File: config.mk
export PLATFORM = sky130hd
export DESIGN_NAME = poly1305_mac_unit_flat
export DESIGN_NICKNAME = d
export VERILOG_FILES = /design/src/hw/rtl/p1305_pkg.sv /design/src/hw/rtl/p1305_if.sv /design/src/hw/rtl/poly1305_mac_unit.sv /design/src/hw/rtl/p1305_modmul.sv /design/src/hw/rtl/p1305_final.sv /design/src/flat_wrapper.sv
export SDC_FILE = /design/constraint.sdc
export NUM_CORES = 2
export LEC_CHECK = 0
export BUFFER_PORTS_ARGS = -buffer_cell sky130_fd_sc_hd__buf_2
export CAP_MARGIN = 20
export CELL_PAD_IN_SITES_DETAIL_PLACEMENT = 0
export CELL_PAD_IN_SITES_GLOBAL_PLACEMENT = 1
export CORE_MARGIN = 4
export CORE_UTILIZATION = 47
export CTS_BUF_LIST = sky130_fd_sc_hd__clkbuf_4
export CTS_CLUSTER_SIZE = 40
export DETAILED_ROUTE_END_ITERATION = 10
export GPL_TIMING_DRIVEN = 0
export PLACE_DENSITY_LB_ADDON = 0.05
export SETUP_SLACK_MARGIN = 0.5
export SLEW_MARGIN = 20
export SYNTH_ARGS = -nofsm -noshare
export SYNTH_HDL_FRONTEND = slang
export SYNTH_SLANG_ARGS = --single-unit
File: constraint.sdc
create_clock -name clk -period 13 [get_ports clk]
set_input_delay 2.6 -clock clk [delete_from_list [all_inputs] [get_ports clk]]
set_output_delay 2.6 -clock clk [all_outputs]
set_load 0.05 [all_outputs]
File: src/hw/rtl/p1305_pkg.sv
`default_nettype none

package p1305_pkg;

    localparam int WORD_W      = 64;
    localparam int LEN_W       = 5;
    localparam int BLOCK_BYTES = 16;
    localparam int MSG_W       = 129;   // 128 data bits plus the 2^128 bit
    localparam int SUM_W       = 133;   // accumulator plus message, before folding
    localparam int X_W         = 131;   // folded multiplicand, just above 2^130
    localparam int H_W         = 132;   // loosely reduced accumulator
    localparam int R_W         = 124;   // clamped r has its top four bits clear
    localparam int TAG_W       = 128;
    localparam int CNT_W       = 7;

    localparam logic [127:0] R_CLAMP = 128'h0ffffffc_0ffffffc_0ffffffc_0fffffff;

    typedef enum logic [1:0] {
        REG_R_LOW  = 2'd0,
        REG_R_HIGH = 2'd1,
        REG_S_LOW  = 2'd2,
        REG_S_HIGH = 2'd3
    } cfg_reg_t;

    typedef enum logic [2:0] {
        ST_IDLE,
        ST_FOLD,
        ST_MUL,
        ST_FSTART,
        ST_FWAIT,
        ST_EMIT
    } mac_state_t;

    typedef struct packed {
        logic             start;
        logic [X_W-1:0]   x;
        logic [R_W-1:0]   r;
    } mul_req_t;

    typedef struct packed {
        logic             done;
        logic [H_W-1:0]   prod;
    } mul_rsp_t;

    typedef struct packed {
        logic             start;
        logic [H_W-1:0]   h;
        logic [TAG_W-1:0] s;
    } fin_req_t;

    typedef struct packed {
        logic             done;
        logic [TAG_W-1:0] tag;
    } fin_rsp_t;

endpackage

`default_nettype wire

File: src/hw/rtl/p1305_if.sv
`default_nettype none

interface p1305_in_if;
    logic                         valid;
    logic                         ready;
    logic [p1305_pkg::WORD_W-1:0] block_low;
    logic [p1305_pkg::WORD_W-1:0] block_high;
    logic [p1305_pkg::LEN_W-1:0]  byte_count;
    logic                         last_block;

    modport source (output valid, block_low, block_high, byte_count, last_block,
                    input ready);
    modport sink   (input valid, block_low, block_high, byte_count, last_block,
                    output ready);
endinterface

interface p1305_out_if;
    logic                         valid;
    logic                         ready;
    logic [p1305_pkg::WORD_W-1:0] tag_low;
    logic [p1305_pkg::WORD_W-1:0] tag_high;
    logic                         status;

    modport source (output valid, tag_low, tag_high, status, input ready);
    modport sink   (input valid, tag_low, tag_high, status, output ready);
endinterface

`default_nettype wire

File: src/hw/rtl/poly1305_mac_unit.sv
`default_nettype none

// Channel   Dir  Payload                                        Handshake
// msg       in   block_low, block_high, byte_count, last_block  valid/ready
// tag       out  tag_low, tag_high, status                      valid/ready
// cfg       in   cfg_index, cfg_wdata                           cfg_we, no wait
//
// A block that is absorbed is added to h, folded, then multiplied by r in
// 124 steps of the bit-serial multiplier, one per bit of clamped r, and the
// product is written back to h.
// A last item then also goes through the finish and the output register load.
// An item with a zero count that is not last is taken and leaves h as it is.
// Reset clears h, the key registers and all control state.
// msg is taken only while the block is idle; a finished tag waits in the
// output register and stalls the block only when the next result is due.
module poly1305_mac_unit
(
    input  wire logic                         clk,
    input  wire logic                         rst_n,
    input  wire logic                         cfg_we,
    input  wire logic [1:0]                   cfg_index,
    input  wire logic [p1305_pkg::WORD_W-1:0] cfg_wdata,
    p1305_in_if.sink                          msg,
    p1305_out_if.source                       tag
);

    p1305_pkg::mac_state_t             state_reg, state_next;

    logic [p1305_pkg::WORD_W-1:0]      r_low_reg, r_high_reg, s_low_reg, s_high_reg;
    logic [p1305_pkg::H_W-1:0]         h_reg, h_next;
    logic [p1305_pkg::SUM_W-1:0]       sum_reg;
    logic                              last_reg, err_reg;
    logic                              out_valid_reg, out_valid_next;
    logic [p1305_pkg::TAG_W-1:0]       out_tag_reg;
    logic                              out_status_reg;

    logic [p1305_pkg::LEN_W-1:0]       n_sat;
    logic                              full_blk;
    logic                              absorb;
    logic                              short_err;
    logic [p1305_pkg::MSG_W-1:0]       m;
    logic [127:0]                      raw;
    logic [p1305_pkg::SUM_W-1:0]       sum_next;
    logic                              accept;
    logic                              emit_ok;
    logic [2:0]                        sum_top;
    logic [5:0]                        five_top;
    logic [127:0]                      r_clamped;

    p1305_pkg::mul_req_t               mul_req;
    p1305_pkg::mul_rsp_t               mul_rsp;
    p1305_pkg::fin_req_t               fin_req;
    p1305_pkg::fin_rsp_t               fin_rsp;

    // Configuration registers.
    always_ff @(posedge clk or negedge rst_n)
    begin
        if (!rst_n)
        begin
            r_low_reg  <= '0;
            r_high_reg <= '0;
            s_low_reg  <= '0;
            s_high_reg <= '0;
        end
        else if (cfg_we)
        begin
            unique case (p1305_pkg::cfg_reg_t'(cfg_index))
                p1305_pkg::REG_R_LOW:  r_low_reg  <= cfg_wdata;
                p1305_pkg::REG_R_HIGH: r_high_reg <= cfg_wdata;
                p1305_pkg::REG_S_LOW:  s_low_reg  <= cfg_wdata;
                p1305_pkg::REG_S_HIGH: s_high_reg <= cfg_wdata;
                default:               r_low_reg  <= r_low_reg;
            endcase
        end
    end

    // Message padding: bytes past the count are dropped, a short block gets
    // 0x01 right after its data, a full block gets the 2^128 bit.
    always_comb
    begin
        raw      = {msg.block_high, msg.block_low};
        n_sat    = (msg.byte_count > p1305_pkg::LEN_W'(p1305_pkg::BLOCK_BYTES))
                   ? p1305_pkg::LEN_W'(p1305_pkg::BLOCK_BYTES) : msg.byte_count;
        full_blk = (n_sat == p1305_pkg::LEN_W'(p1305_pkg::BLOCK_BYTES));
        for (int i = 0; i < p1305_pkg::BLOCK_BYTES; i++)
        begin
            if (p1305_pkg::LEN_W'(i) < n_sat)
            begin
                m[8*i +: 8] = raw[8*i +: 8];
            end
            else if (p1305_pkg::LEN_W'(i) == n_sat)
            begin
                m[8*i +: 8] = 8'h01;
            end
            else
            begin
                m[8*i +: 8] = 8'h00;
            end
        end
        m[p1305_pkg::MSG_W-1] = full_blk;
        absorb    = full_blk || (msg.last_block && (n_sat != '0));
        short_err = !msg.last_block && !full_blk && (n_sat != '0);
        sum_next  = {1'b0, h_reg} + {{(p1305_pkg::SUM_W-p1305_pkg::MSG_W){1'b0}}, m};
    end

    // Fold bits at 2^130 and above of h + m as 5 per unit.
    always_comb
    begin
        sum_top   = sum_reg[p1305_pkg::SUM_W-1 -: 3];
        five_top  = {1'b0, sum_top, 2'b00} + {3'b000, sum_top};
        r_clamped = {r_high_reg, r_low_reg} & p1305_pkg::R_CLAMP;
        mul_req.start = (state_reg == p1305_pkg::ST_FOLD);
        mul_req.x     = {1'b0, sum_reg[p1305_pkg::X_W-2:0]}
                        + {{(p1305_pkg::X_W-6){1'b0}}, five_top};
        mul_req.r     = r_clamped[p1305_pkg::R_W-1:0];
        fin_req.start = (state_reg == p1305_pkg::ST_FSTART);
        fin_req.h     = h_reg;
        fin_req.s     = {s_high_reg, s_low_reg};
    end

    p1305_modmul u_modmul
    (
        .clk   (clk),
        .rst_n (rst_n),
        .req   (mul_req),
        .rsp   (mul_rsp)
    );

    p1305_final u_final
    (
        .clk   (clk),
        .rst_n (rst_n),
        .req   (fin_req),
        .rsp   (fin_rsp)
    );

    // Next state.
    always_comb
    begin
        state_next = state_reg;
        unique case (state_reg)
            p1305_pkg::ST_IDLE:
            begin
                if (msg.valid)
                begin
                    if (absorb)
                    begin
                        state_next = p1305_pkg::ST_FOLD;
                    end
                    else if (msg.last_block)
                    begin
                        state_next = p1305_pkg::ST_FSTART;
                    end
                    else if (short_err)
                    begin
                        state_next = p1305_pkg::ST_EMIT;
                    end
                end
            end
            p1305_pkg::ST_FOLD:
            begin
                state_next = p1305_pkg::ST_MUL;
            end
            p1305_pkg::ST_MUL:
            begin
                if (mul_rsp.done)
                begin
                    state_next = last_reg ? p1305_pkg::ST_FSTART : p1305_pkg::ST_IDLE;
                end
            end
            p1305_pkg::ST_FSTART:
            begin
                state_next = p1305_pkg::ST_FWAIT;
            end
            p1305_pkg::ST_FWAIT:
            begin
                if (fin_rsp.done)
                begin
                    state_next = p1305_pkg::ST_EMIT;
                end
            end
            p1305_pkg::ST_EMIT:
            begin
                if (emit_ok)
                begin
                    state_next = p1305_pkg::ST_IDLE;
                end
            end
            default:
            begin
                state_next = p1305_pkg::ST_IDLE;
            end
        endcase
    end

    // Outputs of the state machine.
    always_comb
    begin
        accept  = (state_reg == p1305_pkg::ST_IDLE) && msg.valid;
        emit_ok = (state_reg == p1305_pkg::ST_EMIT) && (!out_valid_reg || tag.ready);

        h_next = h_reg;
        if (mul_rsp.done)
        begin
            h_next = mul_rsp.prod;
        end
        else if (emit_ok && !err_reg)
        begin
            h_next = '0;
        end

        out_valid_next = out_valid_reg;
        if (emit_ok)
        begin
            out_valid_next = 1'b1;
        end
        else if (tag.ready)
        begin
            out_valid_next = 1'b0;
        end
    end

    always_ff @(posedge clk or negedge rst_n)
    begin
        if (!rst_n)
        begin
            state_reg     <= p1305_pkg::ST_IDLE;
            h_reg         <= '0;
            last_reg      <= 1'b0;
            err_reg       <= 1'b0;
            out_valid_reg <= 1'b0;
        end
        else
        begin
            state_reg     <= state_next;
            h_reg         <= h_next;
            out_valid_reg <= out_valid_next;
            if (accept)
            begin
                last_reg <= msg.last_block;
                err_reg  <= short_err;
            end
        end
    end

    always_ff @(posedge clk)
    begin
        if (accept)
        begin
            sum_reg <= sum_next;
        end
        if (emit_ok)
        begin
            out_tag_reg    <= err_reg ? '0 : fin_rsp.tag;
            out_status_reg <= err_reg;
        end
    end

    assign msg.ready    = (state_reg == p1305_pkg::ST_IDLE);
    assign tag.valid    = out_valid_reg;
    assign tag.tag_low  = out_tag_reg[p1305_pkg::WORD_W-1:0];
    assign tag.tag_high = out_tag_reg[p1305_pkg::TAG_W-1:p1305_pkg::WORD_W];
    assign tag.status   = out_status_reg;

    a_mul_done_in_mul: assert property (@(posedge clk) disable iff (!rst_n)
        mul_rsp.done |-> (state_reg == p1305_pkg::ST_MUL))
        else $error("multiplier finished outside the multiply state");

    a_fin_done_in_wait: assert property (@(posedge clk) disable iff (!rst_n)
        fin_rsp.done |-> (state_reg == p1305_pkg::ST_FWAIT))
        else $error("finish stage completed outside its wait state");

    a_err_tag_zero: assert property (@(posedge clk) disable iff (!rst_n)
        (tag.valid && tag.status) |-> ((tag.tag_low == '0) && (tag.tag_high == '0)))
        else $error("rejected item carries a nonzero tag");

    a_h_cleared: assert property (@(posedge clk) disable iff (!rst_n)
        (emit_ok && !err_reg) |=> (h_reg == '0))
        else $error("accumulator not cleared after a tag");

endmodule

`default_nettype wire

File: src/hw/rtl/p1305_modmul.sv
`default_nettype none

// Bit-serial Horner multiplier modulo 2^130-5. The bits of r leave a shift
// register most significant first; each cycle doubles the accumulator and
// adds x when the bit is set. Bits at 2^130 and above are folded back in as
// 5 per unit at the next step, so the accumulator stays below 2^132.
module p1305_modmul
(
    input  wire logic                clk,
    input  wire logic                rst_n,
    input  wire p1305_pkg::mul_req_t req,
    output p1305_pkg::mul_rsp_t      rsp
);

    logic                                busy_reg, busy_next;
    logic                                done_reg, done_next;
    logic [p1305_pkg::CNT_W-1:0]         cnt_reg, cnt_next;
    logic [p1305_pkg::H_W-1:0]           acc_reg, acc_next;
    logic [p1305_pkg::X_W-1:0]           x_reg, x_next;
    logic [p1305_pkg::R_W-1:0]           rsh_reg, rsh_next;

    logic [1:0]                          top;
    logic [4:0]                          ten_top;
    logic [p1305_pkg::H_W-1:0]           addend;
    logic [p1305_pkg::H_W-1:0]           step;

    always_comb
    begin
        top     = acc_reg[p1305_pkg::H_W-1 -: 2];
        ten_top = {top, 3'b000} + {2'b00, top, 1'b0};
        addend  = rsh_reg[p1305_pkg::R_W-1] ? {1'b0, x_reg} : '0;
        step    = {1'b0, acc_reg[p1305_pkg::H_W-3:0], 1'b0} + addend
                  + {{(p1305_pkg::H_W-5){1'b0}}, ten_top};
    end

    always_comb
    begin
        busy_next = busy_reg;
        done_next = 1'b0;
        cnt_next  = cnt_reg;
        acc_next  = acc_reg;
        x_next    = x_reg;
        rsh_next  = rsh_reg;
        if (req.start)
        begin
            busy_next = 1'b1;
            cnt_next  = p1305_pkg::CNT_W'(p1305_pkg::R_W);
            acc_next  = '0;
            x_next    = req.x;
            rsh_next  = req.r;
        end
        else if (busy_reg)
        begin
            acc_next = step;
            rsh_next = {rsh_reg[p1305_pkg::R_W-2:0], 1'b0};
            cnt_next = cnt_reg - 1'b1;
            if (cnt_reg == p1305_pkg::CNT_W'(1))
            begin
                busy_next = 1'b0;
                done_next = 1'b1;
            end
        end
    end

    always_ff @(posedge clk or negedge rst_n)
    begin
        if (!rst_n)
        begin
            busy_reg <= 1'b0;
            done_reg <= 1'b0;
            cnt_reg  <= '0;
        end
        else
        begin
            busy_reg <= busy_next;
            done_reg <= done_next;
            cnt_reg  <= cnt_next;
        end
    end

    always_ff @(posedge clk)
    begin
        acc_reg <= acc_next;
        x_reg   <= x_next;
        rsh_reg <= rsh_next;
    end

    assign rsp.done = done_reg;
    assign rsp.prod = acc_reg;

endmodule

`default_nettype wire

File: src/hw/rtl/p1305_final.sv
`default_nettype none

// Three-stage finish: fold the bits above 2^130, subtract p once if needed,
// then add s modulo 2^128.
module p1305_final
(
    input  wire logic                clk,
    input  wire logic                rst_n,
    input  wire p1305_pkg::fin_req_t req,
    output p1305_pkg::fin_rsp_t      rsp
);

    logic                              v1_reg, v2_reg, v3_reg;
    logic [p1305_pkg::X_W-1:0]         f_reg, f_next;
    logic [p1305_pkg::TAG_W-1:0]       s_reg;
    logic [p1305_pkg::TAG_W-1:0]       red_reg, red_next;
    logic [p1305_pkg::TAG_W-1:0]       tag_reg, tag_next;

    logic [1:0]                        top;
    logic [3:0]                        five_top;
    logic [p1305_pkg::X_W-1:0]         g;

    always_comb
    begin
        top      = req.h[p1305_pkg::H_W-1 -: 2];
        five_top = {top, 2'b00} + {2'b00, top};
        f_next   = {1'b0, req.h[p1305_pkg::X_W-2:0]}
                   + {{(p1305_pkg::X_W-4){1'b0}}, five_top};
        // f stays below 2p, so f + 5 reaching 2^130 means f >= p.
        g        = f_reg + p1305_pkg::X_W'(5);
        red_next = g[p1305_pkg::X_W-1] ? g[p1305_pkg::TAG_W-1:0]
                                        : f_reg[p1305_pkg::TAG_W-1:0];
        tag_next = red_reg + s_reg;
    end

    always_ff @(posedge clk or negedge rst_n)
    begin
        if (!rst_n)
        begin
            v1_reg <= 1'b0;
            v2_reg <= 1'b0;
            v3_reg <= 1'b0;
        end
        else
        begin
            v1_reg <= req.start;
            v2_reg <= v1_reg;
            v3_reg <= v2_reg;
        end
    end

    always_ff @(posedge clk)
    begin
        if (req.start)
        begin
            f_reg <= f_next;
            s_reg <= req.s;
        end
        if (v1_reg)
        begin
            red_reg <= red_next;
        end
        if (v2_reg)
        begin
            tag_reg <= tag_next;
        end
    end

    assign rsp.done = v3_reg;
    assign rsp.tag  = tag_reg;

endmodule

`default_nettype wire

File: src/flat_wrapper.sv
// flat-port wrapper written by rule: the top's interface ports become plain ports
module poly1305_mac_unit_flat 
  (clk, rst_n, cfg_we, cfg_index, cfg_wdata, msg_valid, msg_block_low, msg_block_high, msg_byte_count, msg_last_block, msg_ready, tag_valid, tag_tag_low, tag_tag_high, tag_status, tag_ready);
  p1305_in_if msg_i ();
  p1305_out_if tag_i ();
  input  wire logic clk;
  input  wire logic rst_n;
  input  wire logic cfg_we;
  input  wire logic [1:0] cfg_index;
  input  wire logic [p1305_pkg::WORD_W-1:0] cfg_wdata;
  input wire logic [$bits(msg_i.valid)-1:0] msg_valid;
  input wire logic [$bits(msg_i.block_low)-1:0] msg_block_low;
  input wire logic [$bits(msg_i.block_high)-1:0] msg_block_high;
  input wire logic [$bits(msg_i.byte_count)-1:0] msg_byte_count;
  input wire logic [$bits(msg_i.last_block)-1:0] msg_last_block;
  output wire logic [$bits(msg_i.ready)-1:0] msg_ready;
  output wire logic [$bits(tag_i.valid)-1:0] tag_valid;
  output wire logic [$bits(tag_i.tag_low)-1:0] tag_tag_low;
  output wire logic [$bits(tag_i.tag_high)-1:0] tag_tag_high;
  output wire logic [$bits(tag_i.status)-1:0] tag_status;
  input wire logic [$bits(tag_i.ready)-1:0] tag_ready;
  assign msg_i.valid = msg_valid;
  assign msg_i.block_low = msg_block_low;
  assign msg_i.block_high = msg_block_high;
  assign msg_i.byte_count = msg_byte_count;
  assign msg_i.last_block = msg_last_block;
  assign msg_ready = msg_i.ready;
  assign tag_valid = tag_i.valid;
  assign tag_tag_low = tag_i.tag_low;
  assign tag_tag_high = tag_i.tag_high;
  assign tag_status = tag_i.status;
  assign tag_i.ready = tag_ready;
  poly1305_mac_unit u_core (.clk(clk), .rst_n(rst_n), .cfg_we(cfg_we), .cfg_index(cfg_index), .cfg_wdata(cfg_wdata), .msg(msg_i), .tag(tag_i));
endmodule
# ---- Word level (Yosys, flattened, before mapping)
# Cells that the tools add are included.
dict set report op_classes {
  n_lt_le_gt_ge 17
  n_reduce_logical 24
  n_mux 58
  eq_ne 30
  add_sub_neg 11
}
# op n
set ops {}
lappend ops {{$mux 132} 2}
lappend ops {{$mux 124} 2}
lappend ops {{$add 132x129->133} 1}
lappend ops {{$add 131x131->132} 1}
lappend ops {{$add 132x5->132} 1}
lappend ops {{$add 130x4->131} 1}
lappend ops {{$add 130x6->131} 1}
lappend ops {{$add 131x3->131 const B} 1}
lappend ops {{$mux 131} 1}
lappend ops {{$add 128x128->128} 1}
lappend ops {{$mux 128} 1}
lappend ops {{$mux 8} 16}
lappend ops {{$eq 4x5->1 const A} 8}
lappend ops {{$lt 4x5->1 const A} 8}
lappend ops {{$mux 1} 24}
lappend ops {{$mux 3} 7}
lappend ops {{$eq 3x5->1 const A} 4}
lappend ops {{$lt 3x5->1 const A} 4}
lappend ops {{$pmux 3 s6} 1}
lappend ops {{$mux 7} 2}
lappend ops {{$eq 2x5->1 const A} 2}
lappend ops {{$lt 1x5->1 const A} 2}
lappend ops {{$lt 2x5->1 const A} 2}
lappend ops {{$reduce_and 2->1} 4}
lappend ops {{other kinds (27)} 43}
dict set report word_totals {
  word_cells 166
  out_inout_bits 131
  in_bits 205
  reg_bits 1562
}

# ---- Depth between registers and ports, before layout
dict set report logic_depth {
  depth_word 11
  depth_mapped 19
  mapped_depth_nobuf 17
}

# ---- Hierarchy
# Synthesis repeated with hierarchy kept, for this count alone.
dict set report unflattened {
  hier_cells 8329
  hier_area_um2 89010.4
}
# module cells_per_inst seq_area_each_um2 area_per_inst_um2 instances
set modules_own_cells {}
lappend modules_own_cells {poly1305_mac_unit 3197 17176.5 34642.0 1}
lappend modules_own_cells {p1305_final 2651 15539.9 29306.9 1}
lappend modules_own_cells {p1305_modmul 2481 10525.1 25061.5 1}

# ---- Least setup slack after synthesis
# Ideal clock, no wire load.
dict set report synth_timing {
  path_type {register to register}
  startpoint {register u_core.state_reg[1]}
  endpoint {register u_core.u_final.v1_reg}
  path_buffers 1
  setup_slack_ps 348
  period_less_slack_ps 12652
  path_stages_with_launch 4
  required_time_ps 11754
  setup_time_ps 1246
  arrival_time_ps 11406
  path_cell_list {dfrtp_1 > clkbuf_1 > nand2_1 > nor2_1}
}
# item line
set synth_lines {}
lappend synth_lines {{start, declared} poly1305_mac_unit.sv:27} ;# p1305_pkg::mac_state_t state_reg, state_next;
lappend synth_lines {{start signal, assigned} poly1305_mac_unit.sv:227} ;# state_reg <= p1305_pkg::ST_IDLE;
lappend synth_lines {{start signal, assigned} poly1305_mac_unit.sv:235} ;# state_reg <= state_next;
lappend synth_lines {{end signal, assigned} p1305_final.sv:46} ;# v1_reg <= req.start;
lappend synth_lines {{end, declared} p1305_final.sv:13} ;# logic v1_reg, v2_reg, v3_reg;

# ---- Worst setup path in the final report
dict set report layout_timing {
  startpoint {input msg_byte_count[0]}
  endpoint {register u_core.sum_reg[130] (netlist name) (data pin)}
}
dict set report layout_via {
  elab_chain_cells 6
  word_cells_on_any_way 68
  cone_classes {add/sub: 1; order compare: 17; eq/ne: 16; mux: 33; reduce/logical: 1}
}
# item line
set layout_lines {}
lappend layout_lines {{start, declared} flat_wrapper.sv:14} ;# input wire logic [$bits(msg_i.byte_count)-1:0] msg_byte_count;
lappend layout_lines {{$gt 5x5->1} poly1305_mac_unit.sv:82} ;# n_sat = (msg.byte_count > p1305_pkg::LEN_W'(p1305_pkg::BLOCK_BYTES))
lappend layout_lines {{$mux 5 *} poly1305_mac_unit.sv:83} ;# ? p1305_pkg::LEN_W'(p1305_pkg::BLOCK_BYTES) : msg.byte_count;
lappend layout_lines {{branches (longest 3 deep; another with $lt 1x5->1)} -}
lappend layout_lines {{$add 132x129->133 *} poly1305_mac_unit.sv:103} ;# sum_next = {1'b0, h_reg} + {{(p1305_pkg::SUM_W-p1305_pkg::MSG_W){1'b0}}, m};
lappend layout_lines {{named net u_core.sum_next, one bit} poly1305_mac_unit.sv:43} ;# logic [p1305_pkg::SUM_W-1:0] sum_next;
lappend layout_lines {{end signal, assigned} poly1305_mac_unit.sv:250} ;# sum_reg <= sum_next;
lappend layout_lines {{end, declared} poly1305_mac_unit.sv:31} ;# logic [p1305_pkg::SUM_W-1:0] sum_reg;
# Mark *: on every way through the listed nets, which the timed path passes.
# A chain may end at the register's enable or synchronous reset.

==> out/qor.csv <==
metric,value,unit
Layout area overhead,12.31,%
ANT nets after route,0,
Final min period,9.437,ns
R2R cell count,19,
worst r2r src,u_core.u_modmul.rsh_reg[123]$_DFFE_PP_,
Avg Inst Size Synth,10.31,um2
fillcell total,17228,
first-pass GRT wire length,437800,um
FF-to-FF setup slack,5.95,ns
Largest register FFs,133,
CTS Hold Bufs,0,
gp weighted congestion,0.9655,
Post-Syn Area,88920,um2
area occupied by multi-input gates,43660,um2
Main synth FF type,edfxtp_1,
startpoint types,primary input,
GRT overflow,0,
"count leader, synth",edfxtp_1,
DRC,0,
initial antenna violation count,15,
die area,196200,um2
r2r endpoint,u_core.u_modmul.acc_reg[116]$_SDFFE_PP0P_,
Layout Cells excl Fill,12246,
Final Max Tran Viols,0,
TritonCTS buffer count,411,
number of global-route vias before repair,68846,
clock latency reported for the late side of the worst-skew pair,1.42,ns
VDD IR max,105.5,uV
TritonCTS clock tree,built,
Synth cell types,86,
worst setup margin,3.563,ns
CP endpoint kind,flip-flop,
Die H,443.0,um
worst slew pin tran,1.284,ns
H-tree Lvls,5,
Design Power,17760,uW
pre-CTS WS,2.366,ns
Final Hold Violating Endpoints,0,
P_leak,0.04078,uW
cts repair resizes,0,
Power per Cell Area,177.8,nW/um2
I/O pins,336,
final WL,300100,um
port bufs,333,
yosys warns,0,
Routed wire per std cell,24.51,um
Worst-path clk slew,0.07,ns
CP max FO,10,
setup violators final,0,
"area leader, netlist",edfxtp_1,
Max Cap Viol,0,
pin count of the biggest net entering global routing,112,
number of flops mapped to enable cells by yosys,1014,
hold_sp,u_core.s_low_reg[52]$_DFFE_PN0P_,
status,completed,
Clock Skew,0.1455,ns
Hold Path Class,flip-flop to flip-flop,
Root Driver,clkbuf_4,
Clock Tree Buf Depth,4,
proportion of layout cells with a drive suffix above 1,14.07,%
post-synth top area share,34.24,%
vias per inst,5.742,
Post-CTS Setup Bufs,0,
upper clock frequency limit,106.0,MHz
Initial Util,47.30,%
required time at the worst-slack endpoint,14.02,ns
vias,70321,
Sink Count,1548,
1st-pass router iterations,6,
core area,188000,um2
Layout Utilization,53.12,%
WS Path Type,primary input to flip-flop,
Die W,443.0,um
Hold Crit Depth,0,
"Seq/Total Area, Yosys",48.42,%
DP Cell Count,11495,
initial drt markers,5694,
register area,43070,um2
GR Util All Layers,29.87,%
Worst Hold End,u_core.u_final.s_reg[52]$_DFFE_PP_,
Relative slew margins,13.47,%
crit share post-route,72.60,%
"top cells by count, synth","1014 x edfxtp_1, 835 x nand2_1, 656 x a21oi_1",
Core Rows,159,
WP data arrival,10.46,ns
"top cells by area, synth","edfxtp_1 34%, dfrtp_1 11%, ha_1 7.4%",
setup TNS,0,ns
final net count,10155,
ys async rst share,24.81,%
syn_nets,9371,
"flops & latches, synth",1548,
Mapped Cells,8629,
RSZ-0062 raised after global routing,false,
detailed placement HPWL,242700,um
[through the flow]
step	hold slack (ns)	instance area (um2)
floorplan	0.4194	88930
global placement	0.4239	93710
detailed placement	0.4251	94560
CTS	0.4176	99840
global route	0.4358	99860
finish	0.4293	99870
[power breakdown]
group	internal (uW)	switching, uW	total [uW]
registers	6570	648	7220
logic	2130	4100	6230
clock network	2270	2040	4310
total	11000	6790	17800
[cell families after synthesis]
family / share of synthesized area [%]
DFF: 48.42
and+or+nand+nor: 16.60
muxes: 3.777
adders and majority gates: 7.640
AOI/OAI and AO/OA: 13.60
buffers and inverters: 2.593
xor gates and xnor gates: 7.367
[metal layers]
layer	global-route usage, %	part of all wire, %	wire length, um	up-vias
met5	0	0.0030	9	-
met4	13.12	4.5	13650	2
met3	4.966	6.4	19220	497
met2	46.01	44	131600	2399
met1	41.61	45	135600	33950
li1	-	-	-	33473
[layout by cell type, fill, tap and decap left out, types with 136 or more instances in the layout]
cell type	n
a22o_1	136
nand4_1	304
clkbuf_1	364
a21oi_1	655
nand3_1	315
nor2b_1	242
ha_1	527
mux2_2	236
nand2_1	835
o21ai_0	411
a21o_1	188
xnor2_1	499
inv_1	200
dfrtp_1	382
dfxtp_1	150
xor2_1	249
clkbuf_4	597
nor2_1	547
edfxtp_1	1014
buf_2	340
and2_1	201
[layout make-up]
| class | instances | share of cell area (%) |
|---|---|---|
| Inverter | 204 | 0.7792 |
| Buffer | 406 | 1.570 |
| Sequential cell | 1548 | 43.12 |
| Timing Repair Buffer | 371 | 2.368 |
| Clock inverter | 146 | 0.8106 |
| Multi-Input combinational cell | 6471 | 43.72 |
| Tap cell | 2495 | 3.126 |
| Antenna cell | 9 | 0.02255 |
| Clock buffer | 596 | 4.480 |
[worst max-delay path, cell delays in order]
cell       delay (ns)
clkbuf_1         0.48
nand2b_1         0.67
nand2_1          0.46
nand2b_1         0.14
ha_1             0.24
fa_1             0.43
a211oi_1         0.31
o211ai_1         0.20
a221oi_1         0.36
buf_2            0.31
a21oi_1          0.22
a21oi_1          0.61
a311oi_1         0.50
nor3_1           0.64
a2111oi_0        0.34
o31ai_1          1.01
a21oi_1          0.21
xor2_1           0.70
[worst max-delay path by stage]
stage	cells after the start	start	slack (ns)	end
floorplan	2	tag_ready	4.35	u_core.out_tag_reg[0]$_SDFFCE_PP0P_
global placement	16	msg_byte_count[2]	0.64	u_core.sum_reg[130]$_DFFE_PP_
detailed placement	18	msg_byte_count[0]	2.37	u_core.sum_reg[130]$_DFFE_PP_
CTS	18	msg_byte_count[0]	3.83	u_core.sum_reg[130]$_DFFE_PP_
global route	18	msg_byte_count[0]	3.63	u_core.sum_reg[130]$_DFFE_PP_
finish	18	msg_byte_count[0]	3.56	u_core.sum_reg[130]$_DFFE_PP_
Note: power is estimated with default switching activity, not from simulation.
